$ cat src/rtl/mcs_pkg.sv
// ----------------------------------------------------------------------------
// mcs_pkg
// Types, phase codes and per-phase constants of the commissioning sequencer.
// ----------------------------------------------------------------------------
package mcs_pkg;

	typedef enum logic [1:0] {
		OP_START  = 2'd0,
		OP_TICK   = 2'd1,
		OP_SAMPLE = 2'd2,
		OP_ABORT  = 2'd3
	} op_t;

	typedef enum logic [3:0] {
		PH_IDLE     = 4'd0,
		PH_RES      = 4'd1,
		PH_IND      = 4'd2,
		PH_KV       = 4'd3,
		PH_POLES    = 4'd4,
		PH_TIMING   = 4'd5,
		PH_VALIDATE = 4'd6,
		PH_COMMIT   = 4'd7,
		PH_COMPLETE = 4'd8,
		PH_ERROR    = 4'd9
	} phase_t;

	localparam int TGT_W  = 8;
	localparam int SMP_W  = 16;
	localparam int TMO_W  = 16;
	localparam int RNG_W  = 5;
	localparam int PCT_W  = 7;
	localparam int PROD_W = SMP_W + RNG_W;

	typedef struct packed {
		op_t         op;
		logic [31:0] time_ms;
		logic        motor_idle;
		logic [7:0]  confidence;
	} cmd_t;

	function automatic logic [TMO_W-1:0] ph_timeout(input phase_t ph);
		logic [TMO_W-1:0] t;
		unique case (ph)
			PH_RES, PH_IND:                 t = TMO_W'(2000);
			PH_KV, PH_POLES, PH_TIMING:     t = TMO_W'(5000);
			PH_VALIDATE:                    t = TMO_W'(3000);
			PH_COMMIT:                      t = TMO_W'(1000);
			default:                        t = '0;
		endcase
		return t;
	endfunction

	function automatic logic [TGT_W-1:0] ph_target(input phase_t ph);
		logic [TGT_W-1:0] t;
		unique case (ph)
			PH_RES, PH_POLES, PH_VALIDATE:  t = TGT_W'(100);
			PH_IND:                         t = TGT_W'(50);
			PH_KV, PH_TIMING:               t = TGT_W'(200);
			default:                        t = '0;
		endcase
		return t;
	endfunction

	function automatic logic [PCT_W-1:0] base_pct(input phase_t ph);
		logic [PCT_W-1:0] p;
		unique case (ph)
			PH_RES:         p = PCT_W'(10);
			PH_IND:         p = PCT_W'(20);
			PH_KV:          p = PCT_W'(40);
			PH_POLES:       p = PCT_W'(55);
			PH_TIMING:      p = PCT_W'(70);
			PH_VALIDATE:    p = PCT_W'(85);
			PH_COMMIT:      p = PCT_W'(95);
			PH_COMPLETE:    p = PCT_W'(100);
			default:        p = '0;
		endcase
		return p;
	endfunction

	// span from this phase's base to the next one's (zero from complete on)
	function automatic logic [RNG_W-1:0] range_pct(input phase_t ph);
		logic [RNG_W-1:0] r;
		unique case (ph)
			PH_IDLE, PH_RES:    r = RNG_W'(10);
			PH_IND:             r = RNG_W'(20);
			PH_KV, PH_POLES:    r = RNG_W'(15);
			PH_TIMING:          r = RNG_W'(15);
			PH_VALIDATE:        r = RNG_W'(10);
			PH_COMMIT:          r = RNG_W'(5);
			default:            r = '0;
		endcase
		return r;
	endfunction

endpackage

$ cat src/rtl/mcs_ifs.sv
// ----------------------------------------------------------------------------
// mcs_ifs
// Valid/ready channels of the commissioning sequencer.
// ----------------------------------------------------------------------------
interface mcs_cmd_if;
	logic        valid;
	logic        ready;
	logic [1:0]  opcode;
	logic [31:0] time_ms;
	logic        motor_idle;
	logic [7:0]  confidence;

	modport source (output valid, opcode, time_ms, motor_idle, confidence, input ready);
	modport sink   (input valid, opcode, time_ms, motor_idle, confidence, output ready);
endinterface

interface mcs_rsp_if;
	logic       valid;
	logic       ready;
	logic [3:0] phase;
	logic       busy_res;
	logic [6:0] progress_pct;
	logic       drive_off;
	logic       validation_ok;

	modport source (output valid, phase, busy_res, progress_pct, drive_off, validation_ok,
		input ready);
	modport sink   (input valid, phase, busy_res, progress_pct, drive_off, validation_ok,
		output ready);
endinterface

interface mcs_cfg_if;
	logic       valid;
	logic       ready;
	logic [7:0] min_confidence;

	modport source (output valid, min_confidence, input ready);
	modport sink   (input valid, min_confidence, output ready);
endinterface

$ cat src/rtl/mcs_front.sv
// ----------------------------------------------------------------------------
// mcs_front
// Accepts command transfers, decodes the opcode and queues them (two deep).
// ----------------------------------------------------------------------------
module mcs_front
	import mcs_pkg::*;
(
	input  logic        clk,
	input  logic        arst_n,
	mcs_cmd_if.sink     cmd,
	output logic        q_valid,
	output cmd_t        q_cmd,
	input  logic        q_pop
);

	cmd_t       mem_q [2];
	logic       wr_q;
	logic       rd_q;
	logic [1:0] cnt_q;
	logic       push;
	cmd_t       dec;

	always_comb begin
		dec.op         = op_t'(cmd.opcode);
		dec.time_ms    = cmd.time_ms;
		dec.motor_idle = cmd.motor_idle;
		dec.confidence = cmd.confidence;
	end

	assign cmd.ready = (cnt_q != 2'd2);
	assign push      = cmd.valid && cmd.ready;
	assign q_valid   = (cnt_q != 2'd0);
	assign q_cmd     = mem_q[rd_q];

	always_ff @(posedge clk or negedge arst_n) begin
		if (!arst_n) begin
			wr_q  <= 1'b0;
			rd_q  <= 1'b0;
			cnt_q <= 2'd0;
		end else begin
			if (push) begin
				wr_q <= ~wr_q;
			end
			if (q_pop) begin
				rd_q <= ~rd_q;
			end
			cnt_q <= cnt_q + 2'(push) - 2'(q_pop);
		end
	end

	always_ff @(posedge clk) begin
		if (push) begin
			mem_q[wr_q] <= dec;
		end
	end

endmodule

$ cat src/rtl/mcs_div.sv
// ----------------------------------------------------------------------------
// mcs_div
// Restoring divider, one quotient bit per cycle, for progress interpolation.
// ----------------------------------------------------------------------------
module mcs_div
	import mcs_pkg::*;
(
	input  logic              clk,
	input  logic              arst_n,
	input  logic              start,
	input  logic [PROD_W-1:0] dividend,
	input  logic [TGT_W-1:0]  divisor,
	output logic              done,
	output logic [PROD_W-1:0] quotient
);

	localparam int CW = $clog2(PROD_W + 1);

	logic [PROD_W-1:0] dq_q;
	logic [TGT_W-1:0]  rem_q;
	logic [TGT_W-1:0]  dvs_q;
	logic [CW-1:0]     cnt_q;
	logic              busy_q;
	logic              done_q;
	logic [TGT_W:0]    rem_sh;
	logic              ge;
	logic [TGT_W:0]    rem_sub;

	assign rem_sh  = {rem_q, dq_q[PROD_W-1]};
	assign ge      = (rem_sh >= {1'b0, dvs_q});
	assign rem_sub = rem_sh - {1'b0, dvs_q};

	always_ff @(posedge clk or negedge arst_n) begin
		if (!arst_n) begin
			busy_q <= 1'b0;
			done_q <= 1'b0;
			cnt_q  <= '0;
			dq_q   <= '0;
			rem_q  <= '0;
			dvs_q  <= '0;
		end else begin
			done_q <= 1'b0;
			if (start) begin
				dq_q   <= dividend;
				dvs_q  <= divisor;
				rem_q  <= '0;
				cnt_q  <= CW'(PROD_W);
				busy_q <= 1'b1;
			end else if (busy_q) begin
				rem_q <= ge ? rem_sub[TGT_W-1:0] : rem_sh[TGT_W-1:0];
				dq_q  <= {dq_q[PROD_W-2:0], ge};
				cnt_q <= cnt_q - CW'(1);
				if (cnt_q == CW'(1)) begin
					busy_q <= 1'b0;
					done_q <= 1'b1;
				end
			end
		end
	end

	assign done     = done_q;
	assign quotient = dq_q;

endmodule

$ cat src/rtl/mcs_back.sv
// ----------------------------------------------------------------------------
// mcs_back
// Executes queued commands on the phase state, computes progress, and holds
// the result register.
// ----------------------------------------------------------------------------
module mcs_back
	import mcs_pkg::*;
#(
	parameter int TIME_BITS = 32
) (
	input  logic        clk,
	input  logic        arst_n,
	input  logic        q_valid,
	input  cmd_t        q_cmd,
	output logic        q_pop,
	input  logic [7:0]  min_conf,
	mcs_rsp_if.source   rsp
);

	typedef enum logic [1:0] {
		B_IDLE,
		B_MUL,
		B_DIV,
		B_OUT
	} bstate_t;

	bstate_t              st_q;
	bstate_t              st_n;

	phase_t               ph_q;
	logic [TIME_BITS-1:0] entry_q;
	logic [TMO_W-1:0]     tmo_q;
	logic [TGT_W-1:0]     tgt_q;
	logic [SMP_W-1:0]     smp_q;
	logic                 pass_q;
	logic                 busy_q;
	logic                 off_q;
	logic [PCT_W-1:0]     pct_q;

	logic                 out_vld_q;
	phase_t               out_ph_q;
	logic                 out_busy_q;
	logic [PCT_W-1:0]     out_pct_q;
	logic                 out_off_q;
	logic                 out_ok_q;

	phase_t               ph_n;
	phase_t               enter_ph;
	logic                 enter;
	logic [TIME_BITS-1:0] entry_n;
	logic [TMO_W-1:0]     tmo_n;
	logic [TGT_W-1:0]     tgt_n;
	logic [SMP_W-1:0]     smp_n;
	logic                 pass_n;
	logic                 busy_n;
	logic                 off_n;

	logic [TIME_BITS-1:0] now_t;
	logic [TIME_BITS-1:0] elapsed;
	logic                 timed_out;
	logic [SMP_W-1:0]     smp_inc;
	logic                 tgt_hit;

	logic [RNG_W-1:0]     rng;
	logic [PROD_W-1:0]    prod;
	logic                 need_div;
	logic                 div_start;
	logic                 div_done;
	logic [PROD_W-1:0]    div_q;
	logic [PCT_W-1:0]     interp;
	logic                 out_load;

	assign now_t     = TIME_BITS'(q_cmd.time_ms);
	assign elapsed   = now_t - entry_q;
	assign timed_out = (ph_q > PH_IDLE) && (ph_q < PH_COMPLETE)
		&& (elapsed > TIME_BITS'(tmo_q))
		&& (smp_q < SMP_W'(tgt_q >> 1));
	assign smp_inc   = smp_q + SMP_W'(1);
	assign tgt_hit   = (smp_q >= SMP_W'(tgt_q));

	always_comb begin
		ph_n     = ph_q;
		entry_n  = entry_q;
		tmo_n    = tmo_q;
		tgt_n    = tgt_q;
		smp_n    = smp_q;
		pass_n   = pass_q;
		busy_n   = 1'b0;
		off_n    = 1'b0;
		enter    = 1'b0;
		enter_ph = ph_q;
		unique case (q_cmd.op)
			OP_START: begin
				if (q_cmd.motor_idle && (ph_q == PH_IDLE || ph_q == PH_COMPLETE
						|| ph_q == PH_ERROR)) begin
					pass_n   = 1'b0;
					enter    = 1'b1;
					enter_ph = PH_RES;
					busy_n   = 1'b1;
				end
			end
			OP_TICK: begin
				if (timed_out) begin
					ph_n  = PH_ERROR;
					off_n = 1'b1;
				end else begin
					unique case (ph_q)
						PH_RES, PH_IND: begin
							busy_n = 1'b1;
							if (smp_inc >= SMP_W'(tgt_q)) begin
								enter    = 1'b1;
								enter_ph = (ph_q == PH_RES) ? PH_IND : PH_KV;
							end else begin
								smp_n = smp_inc;
							end
						end
						PH_KV, PH_POLES, PH_TIMING: begin
							busy_n = 1'b1;
							if (tgt_hit) begin
								enter = 1'b1;
								unique case (ph_q)
									PH_KV:    enter_ph = PH_POLES;
									PH_POLES: enter_ph = PH_TIMING;
									default:  enter_ph = PH_VALIDATE;
								endcase
							end
						end
						PH_VALIDATE: begin
							busy_n = 1'b1;
							if (tgt_hit) begin
								pass_n = (q_cmd.confidence >= min_conf);
								if (q_cmd.confidence >= min_conf) begin
									enter    = 1'b1;
									enter_ph = PH_COMMIT;
								end else begin
									ph_n   = PH_ERROR;
									off_n  = 1'b1;
									busy_n = 1'b0;
								end
							end
						end
						PH_COMMIT: begin
							ph_n  = PH_COMPLETE;
							off_n = 1'b1;
						end
						default: begin
						end
					endcase
				end
			end
			OP_SAMPLE: begin
				if (ph_q >= PH_KV && ph_q <= PH_VALIDATE && smp_q != '1) begin
					smp_n = smp_inc;
				end
			end
			OP_ABORT: begin
				ph_n  = PH_IDLE;
				off_n = 1'b1;
			end
			default: begin
			end
		endcase
		if (enter) begin
			ph_n    = enter_ph;
			entry_n = now_t;
			tmo_n   = ph_timeout(enter_ph);
			tgt_n   = ph_target(enter_ph);
			smp_n   = '0;
		end
	end

	assign rng       = range_pct(ph_q);
	assign prod      = PROD_W'(smp_q) * PROD_W'(rng);
	assign need_div  = (ph_q < PH_ERROR) && (tgt_q != '0);
	assign div_start = (st_q == B_MUL) && need_div;
	assign interp    = (div_q > PROD_W'(rng)) ? PCT_W'(rng) : PCT_W'(div_q);
	assign out_load  = (st_q == B_OUT) && (!out_vld_q || rsp.ready);
	assign q_pop     = (st_q == B_IDLE) && q_valid;

	mcs_div u_div (
		.clk      (clk),
		.arst_n   (arst_n),
		.start    (div_start),
		.dividend (prod),
		.divisor  (tgt_q),
		.done     (div_done),
		.quotient (div_q)
	);

	always_comb begin
		st_n = st_q;
		unique case (st_q)
			B_IDLE:  if (q_valid) st_n = B_MUL;
			B_MUL:   st_n = need_div ? B_DIV : B_OUT;
			B_DIV:   if (div_done) st_n = B_OUT;
			B_OUT:   if (out_load) st_n = B_IDLE;
			default: st_n = B_IDLE;
		endcase
	end

	always_ff @(posedge clk or negedge arst_n) begin
		if (!arst_n) begin
			st_q       <= B_IDLE;
			ph_q       <= PH_IDLE;
			entry_q    <= '0;
			tmo_q      <= '0;
			tgt_q      <= '0;
			smp_q      <= '0;
			pass_q     <= 1'b0;
			busy_q     <= 1'b0;
			off_q      <= 1'b0;
			pct_q      <= '0;
			out_vld_q  <= 1'b0;
			out_ph_q   <= PH_IDLE;
			out_busy_q <= 1'b0;
			out_pct_q  <= '0;
			out_off_q  <= 1'b0;
			out_ok_q   <= 1'b0;
		end else begin
			st_q <= st_n;
			if (q_pop) begin
				ph_q    <= ph_n;
				entry_q <= entry_n;
				tmo_q   <= tmo_n;
				tgt_q   <= tgt_n;
				smp_q   <= smp_n;
				pass_q  <= pass_n;
				busy_q  <= busy_n;
				off_q   <= off_n;
			end
			if (st_q == B_MUL) begin
				pct_q <= (ph_q >= PH_ERROR) ? '0 : base_pct(ph_q);
			end
			if (st_q == B_DIV && div_done) begin
				pct_q <= pct_q + interp;
			end
			if (out_load) begin
				out_vld_q  <= 1'b1;
				out_ph_q   <= ph_q;
				out_busy_q <= busy_q;
				out_pct_q  <= pct_q;
				out_off_q  <= off_q;
				out_ok_q   <= pass_q;
			end else if (rsp.ready) begin
				out_vld_q <= 1'b0;
			end
		end
	end

	assign rsp.valid         = out_vld_q;
	assign rsp.phase         = out_ph_q;
	assign rsp.busy_res      = out_busy_q;
	assign rsp.progress_pct  = out_pct_q;
	assign rsp.drive_off     = out_off_q;
	assign rsp.validation_ok = out_ok_q;

endmodule

$ cat src/rtl/motor_commissioning_sequencer_top.sv
// ----------------------------------------------------------------------------
// motor_commissioning_sequencer_top
// Commissioning phase sequencer with progress reporting.
// ----------------------------------------------------------------------------
// Each command transfer yields exactly one response transfer. After leaving
// the two-deep input queue, a command passes through the phase state update,
// the progress multiply, the bit-serial progress divide, the end of the
// interpolation and the response register; the divide is skipped in error
// or with a zero sample target. Commands keep queueing while a response
// waits. min_confidence is to be written over cfg only while the block is
// idle; the block itself does not enforce this. It resets to 200.
// TIME_BITS sets the width of the wrapping phase timer.
// ----------------------------------------------------------------------------
module motor_commissioning_sequencer_top
	import mcs_pkg::*;
#(
	parameter int TIME_BITS = 32
) (
	input  logic       clk,
	input  logic       arst_n,
	mcs_cmd_if.sink    cmd,
	mcs_rsp_if.source  rsp,
	mcs_cfg_if.sink    cfg
);

	logic       q_valid;
	cmd_t       q_cmd;
	logic       q_pop;
	logic [7:0] min_conf_q;

	assign cfg.ready = 1'b1;

	always_ff @(posedge clk or negedge arst_n) begin
		if (!arst_n) begin
			min_conf_q <= 8'd200;
		end else if (cfg.valid && cfg.ready) begin
			min_conf_q <= cfg.min_confidence;
		end
	end

	mcs_front u_front (
		.clk     (clk),
		.arst_n  (arst_n),
		.cmd     (cmd),
		.q_valid (q_valid),
		.q_cmd   (q_cmd),
		.q_pop   (q_pop)
	);

	mcs_back #(
		.TIME_BITS (TIME_BITS)
	) u_back (
		.clk      (clk),
		.arst_n   (arst_n),
		.q_valid  (q_valid),
		.q_cmd    (q_cmd),
		.q_pop    (q_pop),
		.min_conf (min_conf_q),
		.rsp      (rsp)
	);

	a_off_phase: assert property (@(posedge clk) disable iff (!arst_n)
		rsp.valid && rsp.drive_off |-> (rsp.phase == PH_IDLE
			|| rsp.phase == PH_COMPLETE || rsp.phase == PH_ERROR))
		else $error("drive off reported outside idle, complete or error");

	a_pct_range: assert property (@(posedge clk) disable iff (!arst_n)
		rsp.valid |-> (rsp.progress_pct <= 7'd100)
			&& (rsp.phase != PH_ERROR || rsp.progress_pct == 7'd0))
		else $error("progress out of range");

	a_commit_ok: assert property (@(posedge clk) disable iff (!arst_n)
		rsp.valid && (rsp.phase == PH_COMMIT || rsp.phase == PH_COMPLETE)
			&& !rsp.drive_off |-> rsp.validation_ok)
		else $error("commit phase without passed validation");

	a_pop_valid: assert property (@(posedge clk) disable iff (!arst_n)
		q_pop |-> q_valid)
		else $error("queue pop while empty");

endmodule

$ cat src/flat_wrapper.sv
// flat-port wrapper written by rule: the top's interface ports become plain ports
module motor_commissioning_sequencer_top_flat import mcs_pkg::*;
#(
	parameter int TIME_BITS = 32
)
  (clk, arst_n, cmd_valid, cmd_opcode, cmd_time_ms, cmd_motor_idle, cmd_confidence, cmd_ready, rsp_valid, rsp_phase, rsp_busy_res, rsp_progress_pct, rsp_drive_off, rsp_validation_ok, rsp_ready, cfg_valid, cfg_min_confidence, cfg_ready);
  mcs_cmd_if cmd_i ();
  mcs_rsp_if rsp_i ();
  mcs_cfg_if cfg_i ();
  input  logic clk;
  input  logic arst_n;
  input wire logic [$bits(cmd_i.valid)-1:0] cmd_valid;
  input wire logic [$bits(cmd_i.opcode)-1:0] cmd_opcode;
  input wire logic [$bits(cmd_i.time_ms)-1:0] cmd_time_ms;
  input wire logic [$bits(cmd_i.motor_idle)-1:0] cmd_motor_idle;
  input wire logic [$bits(cmd_i.confidence)-1:0] cmd_confidence;
  output wire logic [$bits(cmd_i.ready)-1:0] cmd_ready;
  output wire logic [$bits(rsp_i.valid)-1:0] rsp_valid;
  output wire logic [$bits(rsp_i.phase)-1:0] rsp_phase;
  output wire logic [$bits(rsp_i.busy_res)-1:0] rsp_busy_res;
  output wire logic [$bits(rsp_i.progress_pct)-1:0] rsp_progress_pct;
  output wire logic [$bits(rsp_i.drive_off)-1:0] rsp_drive_off;
  output wire logic [$bits(rsp_i.validation_ok)-1:0] rsp_validation_ok;
  input wire logic [$bits(rsp_i.ready)-1:0] rsp_ready;
  input wire logic [$bits(cfg_i.valid)-1:0] cfg_valid;
  input wire logic [$bits(cfg_i.min_confidence)-1:0] cfg_min_confidence;
  output wire logic [$bits(cfg_i.ready)-1:0] cfg_ready;
  assign cmd_i.valid = cmd_valid;
  assign cmd_i.opcode = cmd_opcode;
  assign cmd_i.time_ms = cmd_time_ms;
  assign cmd_i.motor_idle = cmd_motor_idle;
  assign cmd_i.confidence = cmd_confidence;
  assign cmd_ready = cmd_i.ready;
  assign rsp_valid = rsp_i.valid;
  assign rsp_phase = rsp_i.phase;
  assign rsp_busy_res = rsp_i.busy_res;
  assign rsp_progress_pct = rsp_i.progress_pct;
  assign rsp_drive_off = rsp_i.drive_off;
  assign rsp_validation_ok = rsp_i.validation_ok;
  assign rsp_i.ready = rsp_ready;
  assign cfg_i.valid = cfg_valid;
  assign cfg_i.min_confidence = cfg_min_confidence;
  assign cfg_ready = cfg_i.ready;
  motor_commissioning_sequencer_top #(.TIME_BITS(TIME_BITS)) u_core (.clk(clk), .arst_n(arst_n), .cmd(cmd_i), .rsp(rsp_i), .cfg(cfg_i));
endmodule
$ cat config.mk
export PLATFORM = sky130hd
export DESIGN_NAME = motor_commissioning_sequencer_top_flat
export DESIGN_NICKNAME = d
export VERILOG_FILES = /design/src/rtl/mcs_pkg.sv /design/src/rtl/mcs_ifs.sv /design/src/rtl/mcs_front.sv /design/src/rtl/mcs_div.sv /design/src/rtl/mcs_back.sv /design/src/rtl/motor_commissioning_sequencer_top.sv /design/src/flat_wrapper.sv
export SDC_FILE = /design/constraint.sdc
export NUM_CORES = 1
export LEC_CHECK = 0
export ABC_AREA = 1
export BUFFER_PORTS_ARGS = -buffer_cell sky130_fd_sc_hd__buf_2
export CORE_UTILIZATION = 45
export CTS_CLUSTER_DIAMETER = 120
export DETAILED_ROUTE_END_ITERATION = 8
export PLACE_DENSITY = 0.63
export SETUP_SLACK_MARGIN = 0.5
export SLEW_MARGIN = 20
export SYNTH_ARGS = -nofsm -noshare
export SYNTH_HDL_FRONTEND = slang
export SYNTH_SLANG_ARGS = --single-unit
export TNS_END_PERCENT = 10
$ cat constraint.sdc
create_clock -name clk -period 8.1 [get_ports clk]
set_input_delay 0.405 -clock clk [delete_from_list [all_inputs] [get_ports clk]]
set_output_delay 0.405 -clock clk [all_outputs]
set_load 0.03 [all_outputs]
==> metrics, run 1 <==
post-route ant nets 0; met2 WL ~18 mm; cells after synthesis roughly 2100; post-CTS sizing 0; # clock sinks between 200 and 250; Max VDD drop between 0.2 and 0.3 mV; wire per inst roughly 14 um; met3 routed WL approximately 1.2 mm; Seq/Total Area, Yosys 38.2%; Hold Path Depth 3; asr flop ratio synth between 60% and 70%; Worst Hold Path EP u_core.min_conf_q[3]$_DFFE_PN1P_; Flop pwr share ~25%; H-Tree Level Count 1; largest fanout on the critical path 17; layout cells sized above 1 under 10%; Yosys warnings 0; vias in the first global route ~13000; Setup Buffers After CTS 0; Min Hold Slack 44.5 ps; maxcap violations 0; Least-Margin Pin Slew approximately 940 ps; Post-Route Setup TNS 0 ps; main combinational cell family by area after synthesis simple AND/OR/NAND/NOR gates; Psw approximately 0.0033 W; root buf cell clkbuf_16; clock insertion delay at the later pin of the skew report 590 ps; simple-gate portion of the synthesized area about a quarter; area delta synth->final 13.8%; final setup violation count 0; GR Overflow Total 0; Critical R2R Launch u_core.u_back.ph_q[1]$_DFFE_PN0P_; multiplexer area fraction after synthesis 0.539%; Post-synth EDFFs between 80 and 90; Avg Inst Size Synth between 7 and 8 um^2; count of final max-slew check failures 0; Slew HR between 30% and 40%; pin count of the biggest net entering global routing between 80 and 90; worst hold start cfg_min_confidence[3]; ys flop type dfrtp_1; die width roughly 190 um; adder-cell share of the synthesized area 15.3%; final hold vios 0; Critical Setup Path Class reg -> reg; minimum clock period 5840 ps; worst reg2reg endpoint u_core.u_back.u_div.quotient[20]$_DFFE_PN0P_; die area between 30000 and 40000 um^2; flops & latches, synth roughly 230; Crit-path slowest cell fa_1; worst-case reg-to-reg path depth 27; Pwr Total 0.00702 W; fmax around 170 MHz; initial antenna violation count 0; gp weighted congestion about 0.93; final wirelength ~38 mm; Worst Hold Class in -> reg; Crit path top cell by count nand2_1; Clock Power Share 18.2%; Worst R2R Setup Slack approximately 2300 ps; compound-gate portion of the synthesized area about a tenth; final core area utilization 52.0%; first-pass GRT wire length ~65 mm; Fillers approximately 3400; RSZ-0062 raised after global routing false; Post-Synth XOR/XNOR Area ~2.1%; syn nets 2281; die height about 190 um; WP data required ~8500 ps; Total GRT Usage a little over a fifth; status complete, no violations; clock transition at the registers of the reported paths around 60 ps; mapped cell area around 16000 um^2; First DRT Iteration DRCs 740; Via density 5.01; core area around 36000 um^2; Pleak 9.33 nW; slowest stage delay, CP between 500 and 600 ps; Setup Skew around 50 ps; DRT met1 WL between 15 and 20 mm; fin crit share between 70% and 80%; Pint 0.00371 W; row cnt 69; net count reported at finish around 2400; Cell variety after synth 66; crit end category flip-flop; top routing layer in use met4; drt pass-1 iters 5; Critical Path Start Type flip-flop; I/O Buffers 71; Sw Share a little under half; PwrDens 380 nW/um^2; Num CTS Buffers 28; number of diodes 0; Initial Util between 40 and 50%; CTS tree done; Post-DP HPWL ~29 mm; Vias 13300; arrival time worst endpoint 6270 ps; I/O pin cnt 73; logic gate share of total power 57.0%; largest buffer count on any clock path 3; DRC 0
==> area by class of cell <==
class | instances | area [um^2] | area share (%)
clock buffers | 36 | 771 | 4.16
multi-input cells | 1429 | 8530 | 46.1
clock inverters | 13 | 174 | 0.940
well taps | 461 | 577 | 3.12
flip-flops and latches | 231 | 6210 | 33.6
repair buffers | 127 | 907 | 4.90
inverters | 354 | 1340 | 7.22
==> cell usage in the layout (no fill, tap or decap), types with 6 or more instances in the layout <==
cell type | netlist | layout
nand3_1 | 67 | 67
nor2_1 | 144 | 141
edfxtp_1 | 86 | 86
buf_2 | 5 | 70
nor2_4 | 5 | 7
clkbuf_16 | 0 | 28
o22ai_1 | 7 | 7
o21ai_1 | 23 | 22
dlygate4sd3_1 | 0 | 50
ha_1 | 127 | 127
o221ai_1 | 18 | 18
nand4_1 | 24 | 24
xnor2_1 | 8 | 8
o22ai_2 | 8 | 8
nor2_2 | 7 | 8
mux2_2 | 6 | 6
inv_2 | 15 | 15
nand3b_1 | 8 | 8
o211ai_1 | 6 | 6
dfrtp_1 | 142 | 142
inv_1 | 334 | 334
nand2_2 | 7 | 7
fa_1 | 45 | 45
nor3_1 | 14 | 14
nand3_2 | 6 | 6
a21oi_1 | 76 | 76
o21ai_0 | 114 | 114
xor2_1 | 31 | 31
nor4_1 | 6 | 6
nand2_1 | 612 | 612
buf_4 | 1 | 6
==> synthesized netlist by cell type, types with 3 or more instances <==
cell type / n / area [um^2]
clkbuf_1: 23 / 86.3
nor2_2: 7 / 43.8
o21bai_1: 5 / 37.5
o21ai_0: 114 / 571
xnor2_1: 8 / 70.1
nand2_1: 612 / 2300
o22ai_1: 7 / 43.8
fa_1: 45 / 901
o221ai_1: 18 / 158
o21a_1: 3 / 22.5
nand3b_1: 8 / 60.1
a21oi_2: 4 / 35.0
nand2_2: 7 / 43.8
a211oi_1: 3 / 22.5
buf_2: 5 / 25.0
dfstp_2: 3 / 78.8
nor3_1: 14 / 70.1
nand3_2: 6 / 60.1
inv_1: 334 / 1250
nor4_1: 6 / 37.5
nor2_4: 5 / 56.3
and2_1: 5 / 31.3
buf_1: 4 / 15.0
xor2_1: 31 / 272
dfrtp_1: 142 / 3550
o21ai_1: 23 / 115
nand4_1: 24 / 150
ha_1: 127 / 1590
a31oi_1: 5 / 31.3
o22ai_2: 8 / 100
clkinv_1: 3 / 11.3
mux2_2: 6 / 67.6
edfxtp_1: 86 / 2580
nand3_1: 67 / 335
or2_2: 3 / 18.8
nor2_1: 144 / 541
inv_2: 15 / 56.3
nand2_4: 5 / 56.3
o211ai_1: 6 / 45.0
a21oi_1: 76 / 380
buf_6: 5 / 56.3
==> sequential cells by signal, summed over array words and instances, names as in the netlist, 2 cells and up <==
signal                          count
u_core.u_back.pct_q                 7
u_core.u_back.u_div.rem_q           8
u_core.u_back.tgt_q                 5
u_core.u_back.u_div.cnt_q           5
u_core.u_front.cnt_q                2
u_core.u_back.tmo_q                 8
u_core.u_back.rsp.phase             4
u_core.u_back.u_div.dvs_q           5
u_core.u_back.st_q                  2
u_core.u_back.u_div.quotient       21
u_core.min_conf_q                   8
u_core.u_back.rsp.progress_pct      7
u_core.u_back.entry_q              32
u_core.u_back.ph_q                  4
u_core.u_back.smp_q                16
u_core.u_front.mem_q               86
==> metrics by stage <==
stage | cell area, um^2 | instances | worst slack [ps]
after floorplan | 16300 | 2053 | 3020
after global placement | 17100 | 2552 | 2210
after detailed placement | 17100 | 2552 | 1930
after CTS | 18500 | 2651 | 1890
after global routing | 18500 | 2651 | 1690
final | 18500 | 2651 | 2260
==> critical path, delay by kind of cell, from the launching register on <==
kind / cells / cell delay (ps)
fa+ha+maj: 4 / 1890
simple gates: 12 / 1510
compound gates: 8 / 1480
flops: 1 / 520
buf+inv: 3 / 320
==> layer usage <==
metal	track usage (%)	vias up
met2	37.5	200
met5	0	-
li1	-	6835
met4	6.00	0
met3	2.39	53
met1	28.9	6187
==> timing repair <==
action / in CTS / in global routing
hold endpoints to repair: 173 / 0
setup endpoints to repair: 0 / 0
hold buffers: 50 / 0
==> logic make-up after synthesis <==
kind of cell	Yosys count
AOI/OAI and AO/OA	287
xor gates and xnor gates	39
adders and majority gates	172
buffers and inverters	393
DFF	231
muxes	8
other	2
and+or+nand+nor	921
==> power groups by stage <==
stage                     clock network, W  logic [W]  registers (W)
after global placement                   0    0.00393        0.00175
after CTS                          0.00131    0.00403        0.00174
final                              0.00128    0.00400        0.00174
after detailed placement                 0    0.00399        0.00176
after floorplan                          0    0.00299        0.00177
after global routing               0.00135    0.00462        0.00178
==> worst max-delay path by stage <==
stage / start / endpoint
CTS: u_core.u_back.ph_q[1]$_DFFE_PN0P_ / u_core.u_back.u_div.quotient[20]$_DFFE_PN0P_
finish: u_core.u_back.ph_q[1]$_DFFE_PN0P_ / u_core.u_back.u_div.quotient[20]$_DFFE_PN0P_
global placement: u_core.u_back.ph_q[1]$_DFFE_PN0P_ / u_core.u_back.u_div.quotient[20]$_DFFE_PN0P_
global route: u_core.u_back.ph_q[1]$_DFFE_PN0P_ / u_core.u_back.u_div.quotient[20]$_DFFE_PN0P_
detailed placement: u_core.u_back.ph_q[1]$_DFFE_PN0P_ / u_core.u_back.u_div.quotient[20]$_DFFE_PN0P_
floorplan: u_core.u_back.ph_q[2]$_DFFE_PN0P_ / u_core.u_back.u_div.quotient[20]$_DFFE_PN0P_
Note: power is estimated with default switching activity, not from simulation.
==> run 2: changes to the inputs <==
- PLACE_DENSITY: 0.63 -> 0.66
- clock period: 8.1 -> 5 ns (I/O delays scaled with it)
==> metrics, run 2 (synthesized netlist as in run 1, its figures left out) <==
slowest stage delay, CP 540 ps (-50 ps); maxcap violations 0 (unchanged); layout cells sized above 1 14.6% (+5.3 points); I/O Buffers 71 (unchanged); DRC 0 (unchanged); delay-heaviest family, CP adder cells; worst-case reg-to-reg path depth 24 (-11%); fmax 214 MHz (+25%); Most flops, register u_core.u_front.mem_q; Fillers 3278 (-3.9%); Worst Hold Path EP u_core.min_conf_q[7]$_DFFE_PN1P_; vias in the first global route 13500 (+1.7%); CTS tree done; Slew HR 32.9% (-4.2 points); Pwr Total 0.0117 W (+66%); crit end category flip-flop; first-pass GRT wire length 64.8 mm (about the same); final setup violation count 0 (unchanged); die width 192 um (unchanged); pin count of the biggest net entering global routing 99 (+19%); Post-DP HPWL 29.2 mm (+1.3%); Hold Path Depth 3 (unchanged); fin crit share 93.4% (+21 points); minimum clock period 4670 ps (-1170 ps); area delta synth->final 19.5%; Vias 13700 (+3.3%); Worst Hold Class in -> reg; root buf cell clkbuf_16; initial antenna violation count 0 (unchanged); Least-Margin Pin Slew 1000 ps (+62.3 ps); net count reported at finish 2466 (+2.8%); Critical R2R Launch u_core.u_back.ph_q[3]$_DFFE_PN0P_; row cnt 69 (unchanged); Min Hold Slack 25.7 ps (-18.7 ps); Num CTS Buffers 28 (unchanged); die height 192 um (unchanged); clock insertion delay at the later pin of the skew report 570 ps (-20 ps); Critical Setup Path Class reg -> reg; clock transition at the registers of the reported paths 60 ps (about the same); WP data required 5390 ps (-3140 ps); drt pass-1 iters 5 (unchanged); Setup Skew 14.3 ps (-35.4 ps); final wirelength 39.9 mm (+4.4%); # clock sinks 231 (unchanged); Critical Path Start Type flip-flop; largest buffer count on any clock path 3 (unchanged); crit-path cells nor2_4 > inv_4 > nor2_4 > buf_4 > o21ai_2 > fa_1 > inv_1 > fa_1 > fa_1 > ha_4 > inv_1 > o21ai_1 > a21oi_4 > nor2_2 > o21ai_1 > nand2_1 > buf_4 > nand3_1 > o2111ai_2 > a21o_1 > a21oi_2 > or2_2 > nand3_1 > o221ai_1; H-Tree Level Count 1 (unchanged); final hold vios 0 (unchanged); count of final max-slew check failures 0 (unchanged); GR Overflow Total 0 (unchanged); Worst R2R Setup Slack 330 ps (-1930 ps); worst reg2reg endpoint u_core.u_back.u_div.quotient[19]$_DFFE_PN0P_; commonest non-fill, non-tap cell in the layout nand2_1; most frequent cells in the layout nand2_1 (603), inv_1 (326), dfrtp_1 (137); final setup margin 329 ps (-1930 ps); Total GRT Usage 21.8% (about the same); max reg flops 86 (unchanged); Pleak 9.67 nW (+3.6%); Crit path top cell by count fa_1; PwrDens 600 nW/um^2 (+58%); post-route ant nets 0 (unchanged); I/O pin cnt 73 (unchanged); WP buf/inv 5 (+2); number of diodes 0 (unchanged); Max VDD drop 0.378 mV (+42%); Initial Util 45.7% (unchanged); worst hold start cfg_valid; arrival time worst endpoint 5070 ps (-1200 ps); wire per inst 14.7 um (+1.8%); core area 35600 um^2 (unchanged); gp weighted congestion 0.926 (-0.88%); Crit-path slowest cell fa_1; largest fanout on the critical path 6 (-11); Post-Place Setup Slack -25.1 ps (-1950 ps); Via density 5.04 (+0.73%); RSZ-0062 raised after global routing true; die area 36900 um^2 (unchanged); First DRT Iteration DRCs 769 (+3.9%); status complete, no violations
-- run 2: metrics by stage --
step / instance area (um^2) / TNS, ps / util (%) / std cells
6_report: 19400 / 0 / 54.6 / 2719
5_1_grt: 19400 / 0 / 54.6 / 2719
4_1_cts: 19100 / 0 / 53.7 / 2693
3_5_place_dp: 17200 / -25.1 / 48.5 / 2564
3_3_place_gp: 17200 / 0 / 48.5 / 2564
2_1_floorplan: 16400 / 0 / - / 2053
-- run 2: worst max path at each step --
| stage | endpoint | cells after the start | slack, ps | startpoint |
|---|---|---|---|---|
| final | u_core.u_back.u_div.quotient[19]$_DFFE_PN0P_ | 24 | 330 | u_core.u_back.ph_q[3]$_DFFE_PN0P_ |
| after global routing | u_core.u_back.u_div.quotient[20]$_DFFE_PN0P_ | 29 | 100 | u_core.u_back.ph_q[3]$_DFFE_PN0P_ |
| after CTS | u_core.u_back.u_div.quotient[15]$_DFFE_PN0P_ | 27 | 460 | u_core.u_back.ph_q[3]$_DFFE_PN0P_ |
| after detailed placement | u_core.u_back.u_div.quotient[15]$_DFFE_PN0P_ | 25 | -30 | u_core.u_back.ph_q[3]$_DFFE_PN0P_ |
| after global placement | u_core.u_back.u_div.quotient[15]$_DFFE_PN0P_ | 28 | 160 | u_core.u_back.ph_q[2]$_DFFE_PN0P_ |
| after floorplan | u_core.u_back.u_div.quotient[20]$_DFFE_PN0P_ | 28 | 500 | u_core.u_back.ph_q[2]$_DFFE_PN0P_ |
-- run 2: area by class of cell --
class	count	area (um^2)	share of cell area (%)
repair inverters	1	8.76	0.0451
well taps	461	577	2.97
clock inverters	10	130	0.670
clock buffers	40	786	4.04
inverters	354	1360	6.99
flip-flops and latches	231	6220	32.0
multi-input cells	1429	8840	45.5
repair buffers	193	1510	7.77
-- run 2: worst register-to-register path, cell delays in order (launching register included) --
cell       delay (ps)
dfrtp_2           470
nor2_4            150
inv_4              70
nor2_4            140
buf_4             120
o21ai_2            90
fa_1              520
inv_1              50
fa_1              470
fa_1              540
ha_4              300
inv_1              60
o21ai_1           230
a21oi_4            60
nor2_2            110
o21ai_1            80
nand2_1           100
buf_4             120
nand3_1           100
o2111ai_2         100
a21o_1            150
a21oi_2            50
or2_2             270
nand3_1            70
o221ai_1          100
-- run 2: layer usage --
metal	vias up	wire, um	track usage, %
li1	6967	-	-
met1	6419	18200	28.7
met2	260	18900	37.0
met3	69	1450	2.56
met4	0	1270	7.27
met5	-	0	0
-- run 2: repair_timing --
action	CTS	global route
buffers inserted	23	23
resized for setup	46	28
cloned	0	3
hold endpoints to repair	190	0
pin swaps	24	30
hold buffers	56	0
setup endpoints to repair	65	75
-- run 2: power by group --
group	total, W	leakage, nW	switching (W)	internal (W)
Sequential	0.00284	2.66	0.000279	0.00256
Clock	0.00202	0.445	0.000821	0.00120
Combinational	0.00681	6.57	0.00442	0.00239
Total	0.0117	9.67	0.00552	0.00615
